===== src/rtl/sdp_pkg.sv =====
// Shared types, character codes and line phase codes for the event stream
// data line parser. No dependencies; every other file uses this package.
package sdp_pkg;

  localparam logic [7:0] CH_LF = 8'h0A;
  localparam logic [7:0] CH_CR = 8'h0D;
  localparam logic [7:0] CH_SP = 8'h20;

  localparam int unsigned PREFIX_LEN  = 5;
  localparam int unsigned MAX_RESULTS = 3;
  localparam int unsigned CNT_W       = $clog2(MAX_RESULTS + 1);
  localparam int unsigned QUEUE_DEPTH = 8;

  // Line phase codes. Codes 1 to 4 count matched prefix characters.
  localparam logic [2:0] PH_START        = 3'd0;
  localparam logic [2:0] PH_AFTER_PREFIX = 3'd5;
  localparam logic [2:0] PH_PAYLOAD      = 3'd6;
  localparam logic [2:0] PH_IGNORE       = 3'd7;

  typedef struct packed {
    logic [2:0] phase;
    logic       cr_held;
    logic       payload_begun;
    logic       event_has_data;
  } state_t;

  typedef struct packed {
    logic [7:0] data;
    logic       event_end;
    logic       last;
  } result_t;

  // Expected character of the "data:" prefix at a given position.
  function automatic logic [7:0] prefix_char(input logic [2:0] idx);
    logic [7:0] c;
    case (idx)
      3'd0:    c = 8'h64;  // d
      3'd1:    c = 8'h61;  // a
      3'd2:    c = 8'h74;  // t
      3'd3:    c = 8'h61;  // a
      3'd4:    c = 8'h3A;  // colon
      default: c = 8'h00;
    endcase
    return c;
  endfunction

endpackage


===== src/rtl/sse_data_field_parser.sv =====
// Top level of the event stream data line parser; instantiates sdp_decode
// and sdp_out_queue and uses sdp_pkg.
//
// The parser takes one stream word per cycle and splits the stream into
// lines at LF, emitting the payload words of "data:" lines (one leading
// space skipped), a newline separator before each payload after the first
// of an event, and an end marker (event_end high, out_byte zero) when a
// blank line closes an event that holds data. A CR right before LF is
// dropped; any other CR becomes content ahead of the word that follows it.
// An accepted word is held in an input register and decoded combinationally
// against the line state, and its zero to three results land in a result
// queue of QUEUE_DEPTH entries whose head drives the output channel, so each
// result passes both the input register and the queue. The input side takes
// a word every cycle as long as the queue has room for three more results,
// so the sustained rate is one word per cycle while each word yields at most
// one result; the output port delivers one result per cycle while out_ready
// is high, which sets the rate when words yield more. last_of_run marks the
// final result caused by a word; words that cause nothing produce no output.
// QUEUE_DEPTH must be a power of two of at least four.
module sse_data_field_parser #(
  parameter int unsigned QUEUE_DEPTH = sdp_pkg::QUEUE_DEPTH
) (
  input  logic       clk,
  input  logic       rst,
  input  logic       in_valid,
  output logic       in_ready,
  input  logic [7:0] in_byte,
  output logic       out_valid,
  input  logic       out_ready,
  output logic [7:0] out_byte,
  output logic       event_end,
  output logic       last_of_run
);

  // Input register.
  logic       s1_valid;
  logic [7:0] s1_byte;

  // Line state.
  sdp_pkg::state_t st;
  sdp_pkg::state_t st_next;

  sdp_pkg::result_t [sdp_pkg::MAX_RESULTS-1:0] dec_res;
  logic [sdp_pkg::CNT_W-1:0]                   dec_count;
  logic [sdp_pkg::CNT_W-1:0]                   wr_count;
  logic                                        q_room;
  logic                                        advance;
  sdp_pkg::result_t                            head;

  // The held word is decoded and committed once the queue can take its
  // worst case of three results.
  assign advance  = s1_valid && q_room;
  assign in_ready = !s1_valid || advance;
  assign wr_count = advance ? dec_count : '0;

  always_ff @(posedge clk) begin
    if (rst) begin
      s1_valid <= 1'b0;
    end else if (in_ready) begin
      s1_valid <= in_valid;
    end
  end

  always_ff @(posedge clk) begin
    if (in_ready && in_valid) s1_byte <= in_byte;
  end

  always_ff @(posedge clk) begin
    if (rst) begin
      st <= '0;
    end else if (advance) begin
      st <= st_next;
    end
  end

  sdp_decode u_decode (
    .cur   (st),
    .data  (s1_byte),
    .nxt   (st_next),
    .res   (dec_res),
    .count (dec_count)
  );

  sdp_out_queue #(
    .DEPTH (QUEUE_DEPTH)
  ) u_queue (
    .clk      (clk),
    .rst      (rst),
    .wr_count (wr_count),
    .wr_data  (dec_res),
    .room     (q_room),
    .rd_valid (out_valid),
    .rd_ready (out_ready),
    .rd_data  (head)
  );

  assign out_byte    = head.data;
  assign event_end   = head.event_end;
  assign last_of_run = head.last;

  // The end marker is always the only, and so the last, result of its word.
  a_end_marker: assert property (@(posedge clk) disable iff (rst)
    out_valid && event_end |-> last_of_run && out_byte == 8'h00)
    else $error("end marker malformed");

  // The separator decision is only ever made inside a payload.
  a_begun_in_payload: assert property (@(posedge clk) disable iff (rst)
    st.payload_begun |-> st.phase == sdp_pkg::PH_PAYLOAD)
    else $error("payload_begun outside payload phase");

  // A held word that cannot be committed stays in the input register.
  a_hold_word: assert property (@(posedge clk) disable iff (rst)
    s1_valid && !q_room |=> s1_valid && $stable(s1_byte) && $stable(st))
    else $error("held word lost while queue full");

  // Reset empties the result queue.
  a_reset_empty: assert property (@(posedge clk) rst |=> !out_valid)
    else $error("results visible after reset");

endmodule


===== src/rtl/sdp_decode.sv =====
// Combinational decode of one stream word against the line state.
// Produces the next state and up to three results; uses sdp_pkg.
module sdp_decode (
  input  sdp_pkg::state_t                                cur,
  input  logic [7:0]                                     data,
  output sdp_pkg::state_t                                nxt,
  output sdp_pkg::result_t [sdp_pkg::MAX_RESULTS-1:0]    res,
  output logic [sdp_pkg::CNT_W-1:0]                      count
);

  typedef struct packed {
    sdp_pkg::state_t st;
    logic            sep;
    logic            emit;
  } step_t;

  // One content character applied to the line state.
  function automatic step_t content_step(input sdp_pkg::state_t s, input logic [7:0] c);
    step_t r;
    logic  pay;
    r.st   = s;
    r.sep  = 1'b0;
    r.emit = 1'b0;
    pay    = 1'b0;
    if (s.phase < 3'(sdp_pkg::PREFIX_LEN)) begin
      if (c == sdp_pkg::prefix_char(s.phase)) r.st.phase = s.phase + 3'd1;
      else r.st.phase = sdp_pkg::PH_IGNORE;
    end else if (s.phase == sdp_pkg::PH_AFTER_PREFIX) begin
      r.st.phase = sdp_pkg::PH_PAYLOAD;
      pay = (c != sdp_pkg::CH_SP);
    end else if (s.phase == sdp_pkg::PH_PAYLOAD) begin
      pay = 1'b1;
    end
    if (pay) begin
      if (!s.payload_begun) begin
        r.st.payload_begun = 1'b1;
        r.sep = s.event_has_data;
      end
      r.emit = 1'b1;
      r.st.event_has_data = 1'b1;
    end
    return r;
  endfunction

  step_t                                      st_cr;
  step_t                                      st_b;
  sdp_pkg::state_t                            mid;
  sdp_pkg::result_t [sdp_pkg::MAX_RESULTS-1:0] r;
  logic [sdp_pkg::CNT_W-1:0]                  n;

  always_comb begin
    nxt   = cur;
    r     = '0;
    n     = '0;
    st_cr = '0;
    st_b  = '0;
    mid   = cur;
    if (data == sdp_pkg::CH_LF) begin
      nxt.cr_held = 1'b0;
      if (cur.phase == sdp_pkg::PH_START) begin
        if (cur.event_has_data) begin
          r[n].data      = 8'h00;
          r[n].event_end = 1'b1;
          n = n + 1'b1;
          nxt.event_has_data = 1'b0;
        end
      end else if (cur.phase == sdp_pkg::PH_AFTER_PREFIX ||
                   cur.phase == sdp_pkg::PH_PAYLOAD) begin
        if (!cur.payload_begun && cur.event_has_data) begin
          r[n].data = sdp_pkg::CH_LF;
          n = n + 1'b1;
        end
      end
      nxt.phase         = sdp_pkg::PH_START;
      nxt.payload_begun = 1'b0;
    end else begin
      // A held CR that is not followed by LF is ordinary content first.
      if (cur.cr_held) begin
        st_cr = content_step(cur, sdp_pkg::CH_CR);
        mid   = st_cr.st;
        mid.cr_held = 1'b0;
        if (st_cr.sep) begin
          r[n].data = sdp_pkg::CH_LF;
          n = n + 1'b1;
        end
        if (st_cr.emit) begin
          r[n].data = sdp_pkg::CH_CR;
          n = n + 1'b1;
        end
      end
      nxt = mid;
      if (data == sdp_pkg::CH_CR) begin
        nxt.cr_held = 1'b1;
      end else begin
        st_b = content_step(mid, data);
        nxt  = st_b.st;
        if (st_b.sep) begin
          r[n].data = sdp_pkg::CH_LF;
          n = n + 1'b1;
        end
        if (st_b.emit) begin
          r[n].data = data;
          n = n + 1'b1;
        end
      end
    end
    for (int i = 0; i < sdp_pkg::MAX_RESULTS; i++) begin
      r[i].last = (n == sdp_pkg::CNT_W'(i + 1));
    end
  end

  assign res   = r;
  assign count = n;

endmodule


===== src/rtl/sdp_out_queue.sv =====
// Result queue: takes up to three results a cycle, hands out one a cycle
// if rd_ready is high; the head drives the output directly; uses sdp_pkg.
module sdp_out_queue #(
  parameter int unsigned DEPTH = sdp_pkg::QUEUE_DEPTH
) (
  input  logic                                        clk,
  input  logic                                        rst,
  input  logic [sdp_pkg::CNT_W-1:0]                   wr_count,
  input  sdp_pkg::result_t [sdp_pkg::MAX_RESULTS-1:0] wr_data,
  output logic                                        room,
  output logic                                        rd_valid,
  input  logic                                        rd_ready,
  output sdp_pkg::result_t                            rd_data
);

  localparam int unsigned AW = $clog2(DEPTH);
  localparam int unsigned CW = $clog2(DEPTH + 1);

  sdp_pkg::result_t mem [DEPTH];
  logic [AW-1:0]    wr_ptr;
  logic [AW-1:0]    rd_ptr;
  logic [CW-1:0]    fill;
  logic [CW-1:0]    fill_next;
  logic             rd_fire;

  assign rd_valid  = (fill != '0);
  assign rd_fire   = rd_valid && rd_ready;
  assign rd_data   = mem[rd_ptr];
  assign room      = (fill <= CW'(DEPTH - sdp_pkg::MAX_RESULTS));
  assign fill_next = fill + CW'(wr_count) - CW'(rd_fire);

  always_ff @(posedge clk) begin
    for (int i = 0; i < sdp_pkg::MAX_RESULTS; i++) begin
      if (sdp_pkg::CNT_W'(i) < wr_count) mem[wr_ptr + AW'(i)] <= wr_data[i];
    end
  end

  always_ff @(posedge clk) begin
    if (rst) begin
      wr_ptr <= '0;
      rd_ptr <= '0;
      fill   <= '0;
    end else begin
      wr_ptr <= wr_ptr + AW'(wr_count);
      if (rd_fire) rd_ptr <= rd_ptr + 1'b1;
      fill <= fill_next;
    end
  end

endmodule

===== config.mk =====
export PLATFORM = sky130hd
export DESIGN_NAME = sse_data_field_parser
export DESIGN_NICKNAME = d
export VERILOG_FILES = /design/src/rtl/sdp_pkg.sv /design/src/rtl/sse_data_field_parser.sv /design/src/rtl/sdp_decode.sv /design/src/rtl/sdp_out_queue.sv
export SDC_FILE = /design/constraint.sdc
export NUM_CORES = 1
export LEC_CHECK = 0
export BUFFER_PORTS_ARGS = -buffer_cell sky130_fd_sc_hd__buf_2
export CORE_AREA = 2 2 125 127
export CTS_CLUSTER_DIAMETER = 150
export DETAILED_ROUTE_END_ITERATION = 10
export DIE_AREA = 0 0 127 129
export PLACE_DENSITY = 0.68
export SYNTH_ARGS = -nofsm -noshare
export SYNTH_HDL_FRONTEND = slang
export SYNTH_SLANG_ARGS = --single-unit

===== constraint.sdc =====
create_clock -name clk -period 6.1 [get_ports clk]
set_input_delay 1.22 -clock clk [delete_from_list [all_inputs] [get_ports clk]]
set_output_delay 1.22 -clock clk [all_outputs]
set_load 0.005 [all_outputs]

==> results of run 1 <==
[area by class of cell]
cell class | instances | area, um2 | share of cell area [%]
inverters | 21 | 78.8 | 1.09
flip-flops and latches | 108 | 3040 | 41.9
well taps | 188 | 235 | 3.24
clock inverters | 7 | 110 | 1.52
multi-input cells | 442 | 3370 | 46.3
repair buffers | 35 | 205 | 2.83
clock buffers | 9 | 225 | 3.10
[where the power goes]
part,total (mW),internal (mW),switching (mW),leakage (nW)
clock network,0.648,0.367,0.281,0.159
registers,0.873,0.825,0.0476,0.988
logic,0.471,0.239,0.232,1.64
[worst register-to-register path: cells and delay by family, from the launching register on]
kind | cells | cell delay [ns]
AO/OA/AOI/OAI | 5 | 2.27
AND/OR/NAND/NOR | 6 | 1.44
buffers and inverters | 2 | 0.21
flip-flops | 1 | 0.45
XOR/XNOR | 1 | 0.22
adder cells (fa/ha/maj) | 2 | 0.54
[logic make-up after synthesis]
logic type / share of synthesized area [%]
AND/OR/NAND/NOR: 14.4
AO/OA/AOI/OAI: 14.4
flip-flops: 46.0
multiplexers: 16.3
buffers and inverters: 3.31
adder cells (fa/ha/maj): 4.01
XOR/XNOR: 1.59
[registers in the layout (all words and copies together) (netlist names), named ones only]
register,flops
st,6
u_queue.fill,4
u_queue.mem,80
u_queue.rd_ptr,3
s1_valid,1
u_queue.wr_ptr,3
s1_byte,8
[per-stage QoR]
stage | hold slack, ns | power, mW
finish | 0.497 | 1.99
global route | 0.542 | 2.09
CTS | 0.499 | 2.01
detailed placement | 0.489 | 1.37
global placement | 0.475 | 1.35
floorplan | 0.454 | 1.24
[cell usage in the layout, fill, tap and decap left out, types with 10 or more instances in the layout]
| cell type | synthesis | final |
|---|---|---|
| buf_4 | 0 | 12 |
| nor2_1 | 67 | 67 |
| ha_1 | 18 | 18 |
| dfxtp_1 | 20 | 20 |
| inv_1 | 20 | 20 |
| nor3_1 | 14 | 14 |
| a21oi_1 | 18 | 18 |
| a221oi_1 | 24 | 24 |
| mux4_2 | 20 | 20 |
| nand3_1 | 21 | 21 |
| o21ai_0 | 29 | 29 |
| mux2_2 | 10 | 10 |
| mux2i_1 | 45 | 45 |
| edfxtp_1 | 88 | 88 |
| nand2_1 | 43 | 43 |
| buf_2 | 4 | 23 |
| a211oi_1 | 11 | 11 |
[metal layers]
| layer | part of all wire [%] | vias to the layer above |
|---|---|---|
| met2 | 48 | 222 |
| met4 | 1.6 | 0 |
| met1 | 43 | 2525 |
| met5 | 0 | - |
| li1 | - | 2359 |
| met3 | 6.6 | 25 |
[worst max-delay path by stage]
stage | end | slack, ns | depth (start not counted)
after floorplan | u_queue.mem[0][0] | 0.92 | 18
after global placement | u_queue.mem[1][6] | 0.99 | 16
after detailed placement | u_queue.mem[1][8] | 0.71 | 16
after CTS | u_queue.mem[1][3] | 0.70 | 16
after global routing | u_queue.mem[1][3] | 0.19 | 16
final | u_queue.mem[1][3] | 0.58 | 16
==> flow_summary.toml, run 1 <==
[run_status]
status = "finished clean"

[hold_path]
min_path_type = "reg2reg"
min_from = "u_queue.rd_ptr[1]"
holdPathEnd = "u_queue.rd_ptr[1]"
hold_depth = 2

[setup_path]
path_max_fanout = 22
crit_path_end_kind = "flip-flop"
crit_family = "compound AO/OA/AOI/OAI gates"
required_ns = 6.09
arrival_ns = 5.51
cp-start-kind = "flip-flop"
path_buf_inv = 2
r2r-start = "st[3]"
critPathSlowestCell = "a21oi_1"
r2r_slack_ns = 0.58
r2r-end = "u_queue.mem[1][3]"
startpoint = "st[3]"
cp_slowest_stage_delay_ns = 0.81
reg2reg_depth = 16
worstPathCellList = "xor2_1, nand3_1, o21a_1, inv_1, ha_1, or2_2, o21a_1, nand3_1, o21ai_0, inv_1, ha_1, a211oi_4, nand4_1, nor2_1, nor2_1, a21oi_1"
crit_type = "reg2reg"

[global_routing]
grt_antenna_before_repair = 0
grtUsageMet1_pct = 29.3
busiest_layer = "met2"
grt_use_total_pct = 21.8
grt.overflow.total = 0
grt_pass1_vias = 4931
grt_max_degree = 23
grt_pass1_wl_um = 27600
use_met2_pct = 36.0
grt.met3_usage_pct = 4.16

[floorplanning]
die_area_um2 = 16400
dieHeight_um = 129
boundaryPins = 24
placement_rows = 45
start_util_pct = 44.2
coreArea_um2 = 15000
die_w_um = 127

[sta]
finalHoldViolCount = 0
finalMaxSlewViolations = 0
tns_ns = 0
relSlewSlack_pct = 21.4
fin_skew_ns = 0.0109
finalCriticalPeriod_ns = 5.52
worst_pin_slew_ns = 1.18
setup_viol = 0
fmax_mhz = 181
final.setup.worst_slack_ns = 0.576
rsz0062_at_grt = "false"
post-route-period-util_pct = 90.6

[yosys]
synthTopCellsByCount = "edfxtp_1, nor2_1, mux2i_1, nand2_1, o21ai_0"
yosysUniqueCellTypes = 59
syn-num-nets = 639
synth_warnings = 0
netlist_instances = 607
synthFlopType = "edfxtp_1"
synth_area_leaders = "edfxtp_1, mux2i_1, mux4_2"
ys_ff_latch = 108
ys_seq_area_share_pct = 46.0
async_flop_share_pct = 0
postSynthAreaPerCell_um2 = 10.9
synth-edff-count = 88
synth_top_area_share_pct = 39.9
netlist_area_um2 = 6620
yosysMostFrequentCell = "edfxtp_1"
yosys.area.top_type = "edfxtp_1"

[clock_tree]
cts_tree = "built"
cts-htree-levels = 3
ctsLongestPathBuffers = 2
cts-root-buf = "clkbuf_16"
cts.clk_slew.worst_paths_ns = 0.07
cts_setup_buffers = 0
clk_latency_ns = 0.37
numCtsBuffers = 9
ctsResizeCount = 0
cts_sinks = 108
hold_buffers = 0

[routing]
postRouteAntennaNets = 0
routed_via_density = 6.33
drtIter0Drc = 530
post_drt_wl_per_cell_um = 21.2
postRouteWirelength_um = 17200
first_pass_iters = 5
drc = 0
via_count = 5131

[place]
gp_congestion = 0.912
placed_area_um2 = 6930
port_buffers = 23
pre_cts_slack_ns = 0.714
hpwl_um = 12600
placedCellCount = 794

[power]
powerDensity_nw_per_um2 = 274
leakage_nw = 2.78
ir_drop_mv = 0.168

[layout]
final_area_um2 = 7260
final_util_pct = 48.5
layout-drive-gt1-share_pct = 15.6
area_delta_synth_final_pct = 9.71
fillers = 1367
fin_nets = 649
final_cells = 810
diodes = 0

[job]
max_cap_viol_count = 0
Power figures use the tool's default switching activity.
==> inputs of run 2 (changes only) <==
CELL_PAD_IN_SITES_DETAIL_PLACEMENT = 0   (was default)
CELL_PAD_IN_SITES_GLOBAL_PLACEMENT = 2   (was default)
CORE_AREA = 2 2 129 131   (was 2 2 125 127)
DIE_AREA = 0 0 131 133   (was 0 0 127 129)
MAX_ROUTING_LAYER = met4   (was default)
PLACE_DENSITY = 0.87   (was 0.68)
==> run 2 against run 1 <==
Against the previous run:
- clock skew decreased by 0.0052 ns
- worst setup slack better by 0.38 ns
- routed wire length is 0.79% higher
- cell area grew 0.21%
- register-to-register slack improved by 0.38 ns
- total power is 1.9% lower
- combinational power hardly changed
- clock power down 5.7%
- first-iteration DRC count rose by 6.2%
- sequential share of layout area is 0.086 points lower
- global-route usage decreased by 0.18 points
- clock-buffer cell count is the same
==> flow_summary.toml, run 2 (synthesis gave the netlist of run 1 again) <==
[global_routing]
grt_pass1_vias = 4844
grt_max_degree = 23
grt_use_total_pct = 21.6
grt_antenna_before_repair = 0
grt.overflow.total = 0
grt_pass1_wl_um = 27500

[clock_tree]
clk_latency_ns = 0.36
cts_sinks = 108
cts.clk_slew.worst_paths_ns = 0.07
numCtsBuffers = 9
cts-root-buf = "clkbuf_16"
ctsLongestPathBuffers = 2
cts-htree-levels = 3
ctsResizeCount = 0
hold_buffers = 0
cts_tree = "built"
cts_setup_buffers = 0

[routing]
post_drt_wl_per_cell_um = 20.6
drtIter0Drc = 563
routed_via_density = 5.93
via_count = 4983
drc = 0
postRouteAntennaNets = 0
postRouteWirelength_um = 17300
first_pass_iters = 5

[power]
leakage_nw = 2.77
powerDensity_nw_per_um2 = 268
ir_drop_mv = 0.156

[setup_path]
cp-endpoint = "u_queue.mem[6][9]"
startpoint = "st[4]"
path_buf_inv = 3
crit_family = "simple AND/OR/NAND/NOR gates"
r2r-end = "u_queue.mem[6][9]"
r2r_slack_ns = 0.95
crit_type = "reg2reg"
crit_path_end_kind = "flip-flop"
required_ns = 6.16
reg2reg_depth = 17
path_depth = 17
cp-start-kind = "flip-flop"
arrival_ns = 5.21
path_max_fanout = 22
critPathSlowestCell = "or4_1"
worstPathCellList = "xor2_1, nand3_1, o21a_1, inv_1, ha_1, or2_2, o21a_1, nand3_1, o21ai_0, inv_1, ha_1, a211oi_4, nor2_2, or4_1, and2_4, o31ai_1, buf_4"
r2r-start = "st[4]"
cp_slowest_stage_delay_ns = 0.79

[layout]
layout-drive-gt1-share_pct = 15.3
reg_top3 = "u_queue.mem x80, s1_byte x8, st x6"
layout_commonest_cell = "edfxtp_1"
most-common-layout-cells = "edfxtp_1, nor2_1, mux2i_1, nand2_1, o21ai_0"
regMostFlops = "u_queue.mem"
diodes = 0
multi_input_area_um2 = 3370
final_area_um2 = 7280
fin_nets = 650
fillers = 1521
area_delta_synth_final_pct = 9.94
final_util_pct = 45.0
largest_reg_flops = 80
seq_area_um2 = 3040

[sta]
post-route-period-util_pct = 84.4
setup_viol = 0
finalHoldViolCount = 0
relSlewSlack_pct = 23.9
rsz0062_at_grt = "false"
fmax_mhz = 194
tns_ns = 0
worst_pin_slew_ns = 1.13
fin_hold_ws_ns = 0.510
finalCriticalPeriod_ns = 5.15
fin_skew_ns = 0.00571
finalMaxSlewViolations = 0

[floorplanning]
dieHeight_um = 133
start_util_pct = 40.9
die_w_um = 131
coreArea_um2 = 16200
boundaryPins = 24
die_area_um2 = 17400
placement_rows = 47

[place]
port_buffers = 23
hpwl_um = 12900
gp_congestion = 0.842
placed_area_um2 = 6980

[job]
max_cap_viol_count = 0

[hold_path]
min_path_type = "reg2reg"
hold_depth = 2

[run_status]
status = "finished clean"
-- run 2: changes by cell type in the layout (fill, tap and decap cells not counted) --
cell | before | now
buf_4 | 12 | 13
clkinv_4 | 1 | 0
clkinv_1 | 1 | 2
clkinvlp_2 | 0 | 1
clkinv_8 | 1 | 0
inv_6 | 2 | 1
clkinvlp_4 | 1 | 0
-- run 2: worst min-delay path by stage --
| stage | startpoint | end |
|---|---|---|
| floorplan | u_queue.rd_ptr[1] | flip-flop |
| global placement | u_queue.rd_ptr[1] | u_queue.rd_ptr[1] |
| detailed placement | u_queue.rd_ptr[1] | u_queue.rd_ptr[1] |
| CTS | u_queue.rd_ptr[1] | flip-flop |
| global route | u_queue.rd_ptr[1] | u_queue.rd_ptr[1] |
| finish | u_queue.rd_ptr[1] | flip-flop |
-- run 2: metrics by stage --
| step | cells | total power, mW | setup slack, ns |
|---|---|---|---|
| after global placement | 827 | 1.36 | 1.15 |
| after detailed placement | 827 | 1.36 | 1.04 |
| after CTS | 841 | 1.97 | 1.01 |
| final | 841 | 1.95 | 0.954 |
| after global routing | 841 | 2.05 | 0.424 |
| after floorplan | 607 | 1.24 | 0.925 |
-- run 2: final cells by class --
class | instances | area share [%]
multi-input combinational | 442 | 46.2
sequential | 108 | 41.8
tap | 220 | 3.78
clock buffer | 9 | 3.09
timing repair buffer | 36 | 2.92
inverter | 21 | 1.08
clock inverter | 5 | 1.07
-- run 2: worst register-to-register path, stage by stage, from the launching register on --
cell	delay, ns
dfxtp_1	0.44
xor2_1	0.21
nand3_1	0.25
o21a_1	0.26
inv_1	0.10
ha_1	0.19
or2_2	0.14
o21a_1	0.61
nand3_1	0.13
o21ai_0	0.14
inv_1	0.10
ha_1	0.35
a211oi_4	0.42
nor2_2	0.13
or4_1	0.79
and2_4	0.30
o31ai_1	0.06
buf_4	0.22
-- run 2: where the power goes --
group	total, mW	leakage, nW	internal (mW)	switching, mW
registers	0.874	0.988	0.826	0.0481
logic	0.468	1.64	0.239	0.230
clock network	0.611	0.145	0.354	0.257
-- run 2: per-layer routing --
metal	up-vias	global-route usage, %	part of all wire (%)
met4	0	8.33	2.6
met1	2422	28.3	43
met5	-	-	0
li1	2353	-	-
met3	38	2.51	5.6
met2	170	34.5	49
==> inputs of run 3 (changes only) <==
ABC_AREA = 1   (was default)
CORE_AREA = 2 2 150 152   (was 2 2 129 131)
DIE_AREA = 0 0 152 154   (was 0 0 131 133)
PLACE_DENSITY = 0.84   (was 0.87)
clock period = 4.3 ns   (was 6.1 ns; I/O delays follow)
==> run 3 against run 2 <==
Against the previous run:
- sequential power increased by 42%
- combinational power is 130% higher
- first-iteration DRC count grew 31%
- non-clock buffer count grew 22
- clock skew grew 0.012 ns
- critical path type unchanged
- critical endpoint is now u_queue.mem[0][3]
==> flow_summary.toml, run 3 <==
[run_status]
status = "finished clean"

[place]
pre_cts_slack_ns = 0.188
gp_congestion = 0.855
placedCellCount = 1264
port_buffers = 23
placed_area_um2 = 7780
hpwl_um = 18100

[routing]
post_drt_wl_per_cell_um = 19.4
drc = 0
postRouteWirelength_um = 24800
routed_via_density = 5.30
postRouteAntennaNets = 0
wl_met2_um = 11200
via_count = 6793
dr_wl_met3_um = 1740
first_pass_iters = 5
drtIter0Drc = 739
dr.max_layer_used = "met4"
wl_met1_um = 11200

[sta]
fmax_mhz = 259
rsz0062_at_grt = "false"
final.setup.worst_slack_ns = 0.433
setup_viol = 0
post-route-period-util_pct = 89.9
finalHoldViolCount = 0
finalMaxSlewViolations = 0
finalCriticalPeriod_ns = 3.87
fin_hold_ws_ns = 0.469
worst_pin_slew_ns = 0.778
tns_ns = 0
relSlewSlack_pct = 48.0
fin_skew_ns = 0.0173

[yosys]
async_flop_share_pct = 0
synth_top_family_by_area = "simple AND/OR/NAND/NOR gates"
synth_warnings = 0
netlist_area_um2 = 7250
netlist_instances = 966
synth_area_leaders = "edfxtp_1, nand2_1, nand3_1"
synthTopCellsByCount = "nand2_1, nand3_1, nor2_1, edfxtp_1, o21ai_0"
synthFlopType = "edfxtp_1"
syn-num-nets = 998
synth-xor-area-share_pct = 0.363
yosysUniqueCellTypes = 40
ys_seq_area_share_pct = 42.0
yosys.area.top_type = "edfxtp_1"
synth_top_area_share_pct = 36.5
synth-edff-count = 88
yosysMostFrequentCell = "nand2_1"
synth_mux_area_share_pct = 0
synth-simple-area-share_pct = 37.6
synthAdderAreaFrac_pct = 3.66
synth_compound_area_share_pct = 9.67
postSynthAreaPerCell_um2 = 7.50
ys_ff_latch = 108

[clock_tree]
clk_latency_ns = 0.37
ctsLongestPathBuffers = 2
cts_tree = "built"
cts.clk_slew.worst_paths_ns = 0.08
hold_buffers = 0
cts-root-buf = "clkbuf_16"
cts_sinks = 108
numCtsBuffers = 9
cts-htree-levels = 3

[setup_path]
cp-start-kind = "flip-flop"
crit_path_end_kind = "flip-flop"
startpoint = "st[4]"
crit_type = "reg2reg"
r2r-start = "st[4]"
arrival_ns = 3.87
path_max_fanout = 14
required_ns = 4.30

[global_routing]
grt_antenna_before_repair = 0
grt_pass1_vias = 6369
grt.overflow.total = 0
grt_pass1_wl_um = 38300
grt_max_degree = 41
grt_use_total_pct = 22.1

[floorplanning]
dieHeight_um = 154
die_w_um = 152
boundaryPins = 24
coreArea_um2 = 21700
placement_rows = 54
die_area_um2 = 23400
start_util_pct = 33.4

[power]
leakage_nw = 3.60
ir_drop_mv = 0.210
total_power_mw = 3.34
powerDensity_nw_per_um2 = 409

[layout]
most-common-layout-cells = "nand2_1, nand3_1, nor2_1, edfxtp_1, o21ai_0"
reg_top3 = "u_queue.mem x80, s1_byte x8, st x6"
fin_nets = 1028
final_cells = 1281
final_util_pct = 37.7
layout-drive-gt1-share_pct = 12.3
regMostFlops = "u_queue.mem"
layout_commonest_cell = "nand2_1"
largest_reg_flops = 80
area_delta_synth_final_pct = 12.8
fillers = 2284
diodes = 0
final_area_um2 = 8170

[job]
max_cap_viol_count = 0

[hold_path]
min_from = "u_queue.rd_ptr[2]"
min_path_type = "reg2reg"
-- run 3: cell types whose count changed after synthesis, moves of 18 or more --
| cell | delta |
|---|---|
| nand2_1 | +214 |
| nand3_1 | +146 |
| nor2_1 | +58 |
| o21ai_0 | +56 |
| mux2i_1 | -45 |
| inv_1 | +36 |
| a221oi_1 | -24 |
| mux4_2 | -20 |
| inv_2 | +18 |
-- run 3: worst paths after layout --
check                 endpoint  slack [ns]  cells after the start
max          u_queue.mem[0][3]        0.43                     19
min                  flip-flop        0.47                      2
max reg2reg  u_queue.mem[0][3]        0.43                     19
min reg2reg          flip-flop        0.47                      2
-- run 3: layer usage --
metal | track usage (%) | vias up
met3 | 3.97 | 49
met5 | - | -
met2 | 33.6 | 245
li1 | - | 3333
met1 | 29.9 | 3166
met4 | 7.21 | 0
-- run 3: worst max-delay path, stage by stage (launching register included) --
cell,delay [ns]
dfxtp_1,0.41
inv_2,0.06
nand2_1,0.12
nand4_1,0.13
o21ai_2,0.12
inv_1,0.12
ha_1,0.24
inv_1,0.08
nor2_1,0.05
nand3_2,0.13
nand2_2,0.10
o21ai_1,0.18
inv_1,0.08
ha_1,0.29
inv_1,0.06
nand4_1,0.14
nand2_4,0.11
buf_4,0.16
nand3_1,0.36
nand3_1,0.55
-- run 3: final cells by class --
class / instances / area [um2] / area share (%)
sequential: 108 / 3040 / 37.2
clock buffer: 10 / 229 / 2.80
clock inverter: 6 / 134 / 1.64
multi-input combinational: 744 / 3740 / 45.8
tap: 280 / 350 / 4.29
timing repair buffer: 58 / 390 / 4.78
inverter: 75 / 283 / 3.46
-- run 3: kinds of logic after synthesis --
| family | Yosys count |
|---|---|
| buf+inv | 114 |
| simple gates | 591 |
| compound gates | 130 |
| flops | 108 |
| fa+ha+maj | 20 |
| xor+xnor | 3 |
-- run 3: report_power, final --
part | switching, mW | internal [mW] | leakage (nW)
registers | 0.0445 | 1.20 | 0.992
logic | 0.719 | 0.358 | 2.43
clock network | 0.394 | 0.630 | 0.177
-- run 3: repair_timing --
item / 4_1_cts / 5_1_grt
endpoints found under the setup margin: 0 / 100
setup buffers: 0 / 1
gates resized for setup: 0 / 8
